`src/hw/rtl/frer_duplicate_eliminator_defines.svh`:
```
// Assertion macros shared by the duplicate eliminator RTL.
`ifndef FRER_DUPLICATE_ELIMINATOR_DEFINES_SVH
`define FRER_DUPLICATE_ELIMINATOR_DEFINES_SVH
// Implication checked on every rising clock edge outside reset.
`define FDE_ASSERT_IMP(label, clk, rst, pre, post, msg) \
   label: assert property (@(posedge clk) disable iff (rst) (pre) |-> (post)) else $error(msg);
// Next-cycle implication checked outside reset.
`define FDE_ASSERT_NXT(label, clk, rst, pre, post, msg) \
   label: assert property (@(posedge clk) disable iff (rst) (pre) |=> (post)) else $error(msg);
`endif

```
`src/hw/rtl/fde_pkg.sv`:
```
// Package with sizes, types and slot operations of the duplicate eliminator.
package fde_pkg;
   localparam int NUM_FLOWS = 16;
   localparam int MAX_INTERVALS = 8;
   localparam int FLOW_W = (NUM_FLOWS > 1) ? $clog2(NUM_FLOWS) : 1;
   localparam int CNT_W = $clog2(MAX_INTERVALS + 1);

   // Per-cycle command to every interval slot of the selected flow.
   typedef enum logic [2:0] {
      OP_HOLD,
      OP_EXT_HI,   // set high of slot i to seq
      OP_MERGE,    // slot i takes high of slot i+1, slots above shift down
      OP_EXT_LO,   // lower low of slot i+1 by one
      OP_INSERT,   // seq goes to slot i+1, slots above shift up
      OP_APPEND,   // seq goes to slot n
      OP_INIT      // slot 0 becomes {seq,seq}
   } op_type;

   typedef struct packed {
      op_type          op;
      logic [CNT_W-1:0] idx;
      logic [15:0]      seq;
   } slot_cmd_type;
endpackage

```
`src/hw/rtl/fde_cell.sv`:
```
// One interval slot of a flow row; it reads its neighbours for shifts.
module fde_cell (
   input  logic                 clock,
   input  logic                 write_en,
   input  fde_pkg::slot_cmd_type cmd,
   input  logic [fde_pkg::CNT_W-1:0] my_idx,
   input  logic [15:0]          below_lo,
   input  logic [15:0]          below_hi,
   input  logic [15:0]          above_lo,
   input  logic [15:0]          above_hi,
   output logic [15:0]          lo,
   output logic [15:0]          hi
);
   import fde_pkg::*;
   logic [15:0] lo_ff, hi_ff, lo_in, hi_in;

   always_comb begin
      lo_in = lo_ff;
      hi_in = hi_ff;
      unique case (cmd.op) inside
         OP_EXT_HI: if (my_idx == cmd.idx) hi_in = cmd.seq;
         OP_MERGE: begin
            if (my_idx == cmd.idx) hi_in = above_hi;
            else if (my_idx > cmd.idx) begin
               lo_in = above_lo;
               hi_in = above_hi;
            end
         end
         OP_EXT_LO: if (my_idx == cmd.idx + 1'b1) lo_in = lo_ff - 16'd1;
         OP_INSERT: begin
            if (my_idx == cmd.idx + 1'b1) begin
               lo_in = cmd.seq;
               hi_in = cmd.seq;
            end else if (my_idx > cmd.idx + 1'b1) begin
               lo_in = below_lo;
               hi_in = below_hi;
            end
         end
         OP_APPEND, OP_INIT: if (my_idx == cmd.idx) begin
            lo_in = cmd.seq;
            hi_in = cmd.seq;
         end
         default: ;
      endcase
   end

   always_ff @(posedge clock) begin
      if (write_en) begin
         lo_ff <= lo_in;
         hi_ff <= hi_in;
      end
   end

   assign lo = lo_ff;
   assign hi = hi_ff;
endmodule

```
`src/hw/rtl/fde_row.sv`:
```
// Interval list of one flow: a chain of slot cells plus key and count.
module fde_row (
   input  logic                      clock,
   input  logic                      write_en,
   input  fde_pkg::slot_cmd_type     cmd,
   input  logic [fde_pkg::CNT_W-1:0] cnt_in,
   input  logic [31:0]               key_in,
   input  logic                      key_we,
   output logic [31:0]               key,
   output logic [fde_pkg::CNT_W-1:0] cnt,
   output logic [16*fde_pkg::MAX_INTERVALS-1:0] lo_vec,
   output logic [16*fde_pkg::MAX_INTERVALS-1:0] hi_vec
);
   import fde_pkg::*;
   logic [31:0] key_ff;
   logic [CNT_W-1:0] cnt_ff;
   logic [15:0] lo_a [MAX_INTERVALS+1];
   logic [15:0] hi_a [MAX_INTERVALS+1];

   assign lo_a[MAX_INTERVALS] = '0;
   assign hi_a[MAX_INTERVALS] = '0;

   for (genvar g = 0; g < MAX_INTERVALS; g++) begin : g_slot
      fde_cell u_cell (
         .clock    (clock),
         .write_en (write_en),
         .cmd      (cmd),
         .my_idx   (CNT_W'(g)),
         .below_lo (lo_a[(g == 0) ? 0 : g-1]),
         .below_hi (hi_a[(g == 0) ? 0 : g-1]),
         .above_lo (lo_a[g+1]),
         .above_hi (hi_a[g+1]),
         .lo       (lo_a[g]),
         .hi       (hi_a[g])
      );
      assign lo_vec[16*g +: 16] = lo_a[g];
      assign hi_vec[16*g +: 16] = hi_a[g];
   end

   always_ff @(posedge clock) begin
      if (key_we) key_ff <= key_in;
      if (write_en) cnt_ff <= cnt_in;
   end

   assign key = key_ff;
   assign cnt = cnt_ff;
endmodule

```
`config.mk`:
```
export PLATFORM = sky130hd
export DESIGN_NAME = fde_row
export DESIGN_NICKNAME = d
export VERILOG_FILES = /design/src/hw/rtl/frer_duplicate_eliminator_defines.svh /design/src/hw/rtl/fde_pkg.sv /design/src/hw/rtl/fde_cell.sv /design/src/hw/rtl/fde_row.sv
export SDC_FILE = /design/constraint.sdc
export NUM_CORES = 1
export LEC_CHECK = 0
export ABC_AREA = 1
export BUFFER_PORTS_ARGS = -buffer_cell sky130_fd_sc_hd__buf_2
export CORE_MARGIN = 4
export CORE_UTILIZATION = 46
export CTS_CLUSTER_SIZE = 14
export DETAILED_ROUTE_END_ITERATION = 10
export GPL_ROUTABILITY_DRIVEN = 0
export MAX_ROUTING_LAYER = met4
export PLACE_DENSITY = 0.73
export RECOVER_POWER = 25
export SKIP_CTS_REPAIR_TIMING = 1
export SLEW_MARGIN = 20
export SYNTH_ARGS = -nofsm -noshare
export SYNTH_HDL_FRONTEND = slang
export SYNTH_HIERARCHICAL = 1
export SYNTH_SLANG_ARGS = --single-unit
```
`constraint.sdc`:
```
create_clock -name clock -period 3.3 [get_ports clock]
set_input_delay 0.66 -clock clock [delete_from_list [all_inputs] [get_ports clock]]
set_output_delay 0.66 -clock clock [all_outputs]
set_load 0.05 [all_outputs]
```
### Word level (Yosys, flattened, before mapping)

Index checks and enable logic that the tools add are counted.

* register bits after elaboration: 292
* latch bits: 0
* memory bits (writable): 0
* memory bits (read-only): 0
* input bits: 62
* logic and storage cells: 232
* memories kept: 0

* $add $sub $neg: 9
* multiply operators: 0
* div/mod/pow operators: 0
* order comparisons: 15
* eq/ne operators: 76
* shifts and indexed selects: 0
* mux-type cells: 92
* bitwise logic cells: 0
* reduce and logical (&&, ||, !) cells: 22

Operator list (number)
* $mux W16: 76
* $pmux W16 S4: 8
* $pmux W16 S3: 8
* $sub A16 B1 Y16 const B: 8
* $ne A2 B1 Y1 const B: 31
* $reduce_and A7 Y1: 8
* $ne A3 B1 Y1 const B: 14
* $reduce_and A5 Y1: 8
* $eq A3 B4 Y1 const A: 8
* $gt A3 B4 Y1 const A: 8
* $ne A2 B2 Y1 const B: 10
* $eq A2 B4 Y1 const A: 4
* $gt A2 B4 Y1 const A: 4
* $gt A1 B4 Y1 const A: 3
* $eq A3 B3 Y1 const B: 3
* $eq A1 B4 Y1 const A: 2
* $logic_not A4 Y1: 2
* $eq A3 B2 Y1 const B: 2
* $add A4 B1 Y4 const B: 1
* $reduce_bool A4 Y1: 1
* $eq A3 B1 Y1 const B: 1
* $ne A3 B3 Y1 const B: 1
* $reduce_bool A3 Y1: 1
* $reduce_or A3 Y1: 1
* $reduce_or A2 Y1: 1

### Longest topological paths before layout

* depth after elaboration: 5
* depth in mapped cells: 11
* mapped depth without buffers: 10

### Modules after synthesis

The synthesis kept the hierarchy.

Modules (own cells, without submodules)
* fde_cell (g_slot[0].u_cell ...): instances 3, cells each 425, area an instance 2747.6 sq um
* fde_cell (g_slot[5].u_cell ...): instances 2, cells each 425, area an instance 2771.4 sq um
* fde_cell (g_slot[7].u_cell): instances 1, cells each 432, area an instance 2896.5 sq um
* fde_cell (g_slot[4].u_cell): instances 1, cells each 423, area an instance 2808.9 sq um
* fde_cell (g_slot[1].u_cell): instances 1, cells each 424, area an instance 2761.4 sq um
* fde_row: instances 1, cells each 38, area an instance 1088.5 sq um

### Worst setup path before layout

No wires, ideal clock.

* path type: input to register
* from: input port cmd[16] in the netlist's numbering
* to: register g_slot[4].u_cell.lo_ff[0] (enable)
* arrival time: 2595 ps
* required time: 2912 ps
* slack: 317 ps
* cell stages on the path: 10
* path buffers: 1
* cell sequence: ha_1 xnor2_1 ha_1 nand2_1 inv_1 nand2_1 clkbuf_8 a21boi_0 nand4_1 nor2_1

* word-level cells in the longest chain between the ends: 4
* elaborated cells between the ends (all ways): 11
* classes of those cells: add/sub (1); order compare (2); eq/ne (7); reduce/logical (1)

RTL lines
* from (decl): RTL line fde_row.sv:5 `input fde_pkg::slot_cmd_type cmd,`
* $add A4 B1 Y4: RTL line fde_cell.sv:29, fde_cell.sv:31, fde_cell.sv:34
* $gt A3 B4 Y1 or $eq A3 B4 Y1 (tied branches): RTL line fde_cell.sv:34, fde_cell.sv:29, fde_cell.sv:31
* $ne A3 B1 Y1 (no line) or $ne A2 B1 Y1 (tied branches)
* $reduce_and A7 Y1 (no line) (*)
* to (signal assigned): RTL line fde_cell.sv:49 `lo_ff <= lo_in;`
* to (decl): RTL line fde_cell.sv:15 `logic [15:0] lo_ff, hi_ff, lo_in, hi_in;`

Mark *: on every way between the ends. The rest lies on a longest branch, timed or not.
A chain may end at the register's enable or synchronous reset.

### Worst setup path after layout

* from: input port cmd[17] in the netlist's numbering
* to: register g_slot[1].u_cell.lo_ff[4] (enable)

* word-level cells in the longest chain between the ends: 4
* elaborated cells between the ends (all ways): 11
* classes of those cells: add/sub (1); order compare (2); eq/ne (7); reduce/logical (1)

RTL lines (RTL line)
* $add A4 B1 Y4: fde_cell.sv:29, fde_cell.sv:31, fde_cell.sv:34
* $gt A1 B4 Y1 or $eq A1 B4 Y1 (tied branches): fde_cell.sv:34, fde_cell.sv:29, fde_cell.sv:31
* $ne A3 B1 Y1 (no line) or $ne A2 B1 Y1 (tied branches)
* $reduce_and A7 Y1 (no line) (*)
* to (signal assigned): fde_cell.sv:49
* to (decl): fde_cell.sv:15

Marks and branches as above.

==> impl_metrics.toml <==
[run_status]
outcome = "complete, but fails checks"
violations = "max-capacitance violations, max-slew violations"

[cells_and_area]
area_of_combinational_cells_with_multiple_inputs_mm2 = 0.01329
drive_above_1_share_pct = 10.81
finish.cell_count_without_fillers = 4580
area_grow_syn2layout_pct = 16.46
final_nets = 4019
sequential_cell_area_mm2 = 0.008768
n_fill_cell = 5038
final_design_area_no_fill_mm2 = 0.02718

[floorplanning]
die_footprint_mm2 = 0.05441
initial_core_util_pct = 46.52
core.rowCount = 82
fp.coreArea_mm2 = 0.05017
num_io_pins = 354
die_h_um = 233.3
dieWidth_um = 233.3

[yosys]
synth_cells = 3442
syn-cell-area_mm2 = 0.02334
number_of_flops_mapped_to_enable_cells_by_yosys = 292
synthMostInstantiatedCell = "sky130_fd_sc_hd__nand2_1"
synth.top_cells.by_count = "1673 x sky130_fd_sc_hd__nand2_1, 427 x sky130_fd_sc_hd__nand3_1, 292 x sky130_fd_sc_hd__edfxtp_1"
yosysUniqueCellTypes = 40
async_flop_share_pct = 0
yosys_most_used_dff = "sky130_fd_sc_hd__edfxtp_1"
yosysWarningCount = 6
synth_sequential_area_ratio_pct = 37.57
yosysTopAreaCellShare_pct = 37.57
synth_area_leader_cell = "sky130_fd_sc_hd__edfxtp_1"
post_synth_main_area_contributors = "sky130_fd_sc_hd__edfxtp_1 38%, sky130_fd_sc_hd__nand2_1 27%, sky130_fd_sc_hd__nand3_1 9.2%, sky130_fd_sc_hd__ha_1 4.3%, sky130_fd_sc_hd__inv_1 3.7%"
yosys_register_bits = 292
post_synth.cell_area_avg_um2 = 6.781

[sta]
final_max_slew_viol_count = 33
worst-slew-pin-transition_ns = 1.711
hold_viol = 0
period_share_pct = 80.58
setup_viol_count_final = 0
fin_tns_setup_ns = 0
fmax_ghz = 0.3761
clock_skew_ns = 0.02775
fin_crit_ns = 2.659
timing.slew.headroom_pct = -14.08
timing.final.ws_setup_ns = 0.6408
rsz0062_at_grt = "false"

[power_and_ir_drop]
leakagePower_nw = 12.85
p_per_area_mw_per_mm2 = 447.4
irDropWorstVdd_mv = 0.3838

[clock_network]
ctsLongestPathBuffers = 3
cts_tree = "built"
tritoncts_num_sinks = 292
cts-root-buf = "sky130_fd_sc_hd__clkbuf_16"
numCtsBuffers = 36
clk-insertion-delay-late_ns = 0.57
htree_levels = 2
cts.clk_slew.worst_paths_ns = 0.07

[worst_setup_path]
critPathArrivalTime_ns = 2.89
worst-path-max-fanout = 21
path_class = "input pin to register"
timing.reg2reg.setup_slack_ns = 1.24
critPathRequiredTime_ns = 3.54
cp-start-kind = "input pin"
endpoint_kind = "register"

[min_path]
timing.hold.worst.class = "input pin to register"

[placement]
buffer_ports.inserted = 353
placed_area_mm2 = 0.02617
hpwlAfterDp_um = 70790
place_ws_ns = 0.1038
placed_cell_count = 4509

[job]
max_capacitance_violation_count = 2

[global_routing]
grt_pass1_vias = 23560
grt_antenna_before_repair = 2
pin_count_of_the_biggest_net_entering_global_routing = 34
grt_util_all_layers_pct = 33.97
global_route_wire_length_before_repair_um = 137800
global_route_total_overflow = 0

[routing]
first_iter_violations = 3285
vias = 25600
drt_first_pass_iters = 7
detail_route.vias_per_cell = 5.590
totalWireLength_um = 93480
detail-route-antenna-nets = 0
route.detailed.wl_per_inst_um = 20.41
route.detailed.drc = 0
==> sequential cells by signal, summed over array words and instances (netlist names) <==
| name | flops |
|---|---|
| cnt | 4 |
| g_slot.u_cell/hi | 128 |
| g_slot.u_cell/lo | 128 |
| key | 32 |
==> final timing paths <==
kind / start / end / cells after the start
max: cmd[17] / g_slot[1].u_cell/lo[4]$_DFFE_PP_ / 11
max reg2reg: g_slot[4].u_cell/lo[0]$_DFFE_PP_ / g_slot[4].u_cell/lo[12]$_DFFE_PP_ / 7
min: cnt_in[0] / cnt[0]$_DFFE_PP_ / 1
min reg2reg: g_slot[7].u_cell/hi[4]$_DFFE_PP_ / g_slot[6].u_cell/hi[4]$_DFFE_PP_ / 2
==> power by group <==
part | switching (mW) | internal, mW
Clock | 1.68 | 2.37
Sequential | 0.403 | 4.46
Combinational | 2.43 | 0.821
==> cell type report <==
type | count | share of cell area [%]
Sequential cell | 292 | 32.26
Multi-Input combinational cell | 2874 | 48.90
Tap cell | 672 | 3.093
Timing Repair Buffer | 414 | 7.852
Clock buffer | 45 | 3.517
Clock inverter | 21 | 0.7641
Antenna cell | 3 | 0.02762
Inverter | 259 | 3.586
==> cells by family (layout without fill, tap and decap cells) <==
logic type / Yosys count / after routing / synth area share (%)
compound gates: 188 / 188 / 5.318
xor+xnor: 16 / 16 / 0.6004
fa+ha+maj: 80 / 80 / 4.288
buf+inv: 362 / 739 / 6.861
flops: 292 / 292 / 37.57
other cells: 2 / 91 / 0.03217
simple gates: 2502 / 2502 / 45.33
==> per-layer routing <==
metal | GRT usage [%] | up-vias | share of wire (%)
met3 | 5.390 | 360 | 12
met4 | 21.74 | 0 | 7.5
li1 | - | 12110 | -
met1 | 40.94 | 11340 | 35
met5 | - | - | 0
met2 | 53.15 | 1788 | 45
==> critical path, cell delays in order <==
cell	delay, ns
sky130_fd_sc_hd__buf_2	0.39
sky130_fd_sc_hd__ha_1	0.26
sky130_fd_sc_hd__xnor2_1	0.13
sky130_fd_sc_hd__ha_1	0.16
sky130_fd_sc_hd__nand2_1	0.08
sky130_fd_sc_hd__nor2_2	0.40
sky130_fd_sc_hd__nor2_1	0.07
sky130_fd_sc_hd__nor2_1	0.09
sky130_fd_sc_hd__nand4_1	0.08
sky130_fd_sc_hd__nor2_1	0.24
sky130_fd_sc_hd__buf_4	0.30
==> metrics by stage <==
| step | hold WS [ns] | total power [mW] | utilization [%] |
|---|---|---|---|
| 3_3_place_gp | 0.5770 | 8.074 | 52.13 |
| 3_5_place_dp | 0.5662 | 8.123 | 52.16 |
| 5_1_grt | 0.2555 | 12.61 | 54.18 |
| 4_1_cts | 0.2432 | 12.12 | 54.48 |
| 2_1_floorplan | 0.7589 | 7.062 | - |
| 6_report | 0.2572 | 12.16 | 54.18 |
==> cells in the final DEF, fill, tap and decap left out, types with 25 or more instances in the layout <==
| cell | netlist | layout |
|---|---|---|
| sky130_fd_sc_hd__buf_2 | 55 | 203 |
| sky130_fd_sc_hd__nand2_1 | 1673 | 1673 |
| sky130_fd_sc_hd__ha_1 | 80 | 80 |
| sky130_fd_sc_hd__inv_2 | 25 | 25 |
| sky130_fd_sc_hd__clkbuf_16 | 0 | 37 |
| sky130_fd_sc_hd__inv_1 | 233 | 233 |
| sky130_fd_sc_hd__a21oi_1 | 63 | 63 |
| sky130_fd_sc_hd__nand4_1 | 107 | 107 |
| sky130_fd_sc_hd__clkbuf_1 | 17 | 158 |
| sky130_fd_sc_hd__buf_4 | 17 | 52 |
| sky130_fd_sc_hd__nand3_1 | 427 | 427 |
| sky130_fd_sc_hd__nor2_1 | 217 | 217 |
| sky130_fd_sc_hd__conb_1 | 2 | 88 |
| sky130_fd_sc_hd__o21bai_1 | 32 | 32 |
| sky130_fd_sc_hd__a21boi_0 | 50 | 50 |
| sky130_fd_sc_hd__edfxtp_1 | 292 | 292 |
(Power assumes the default switching activity.)
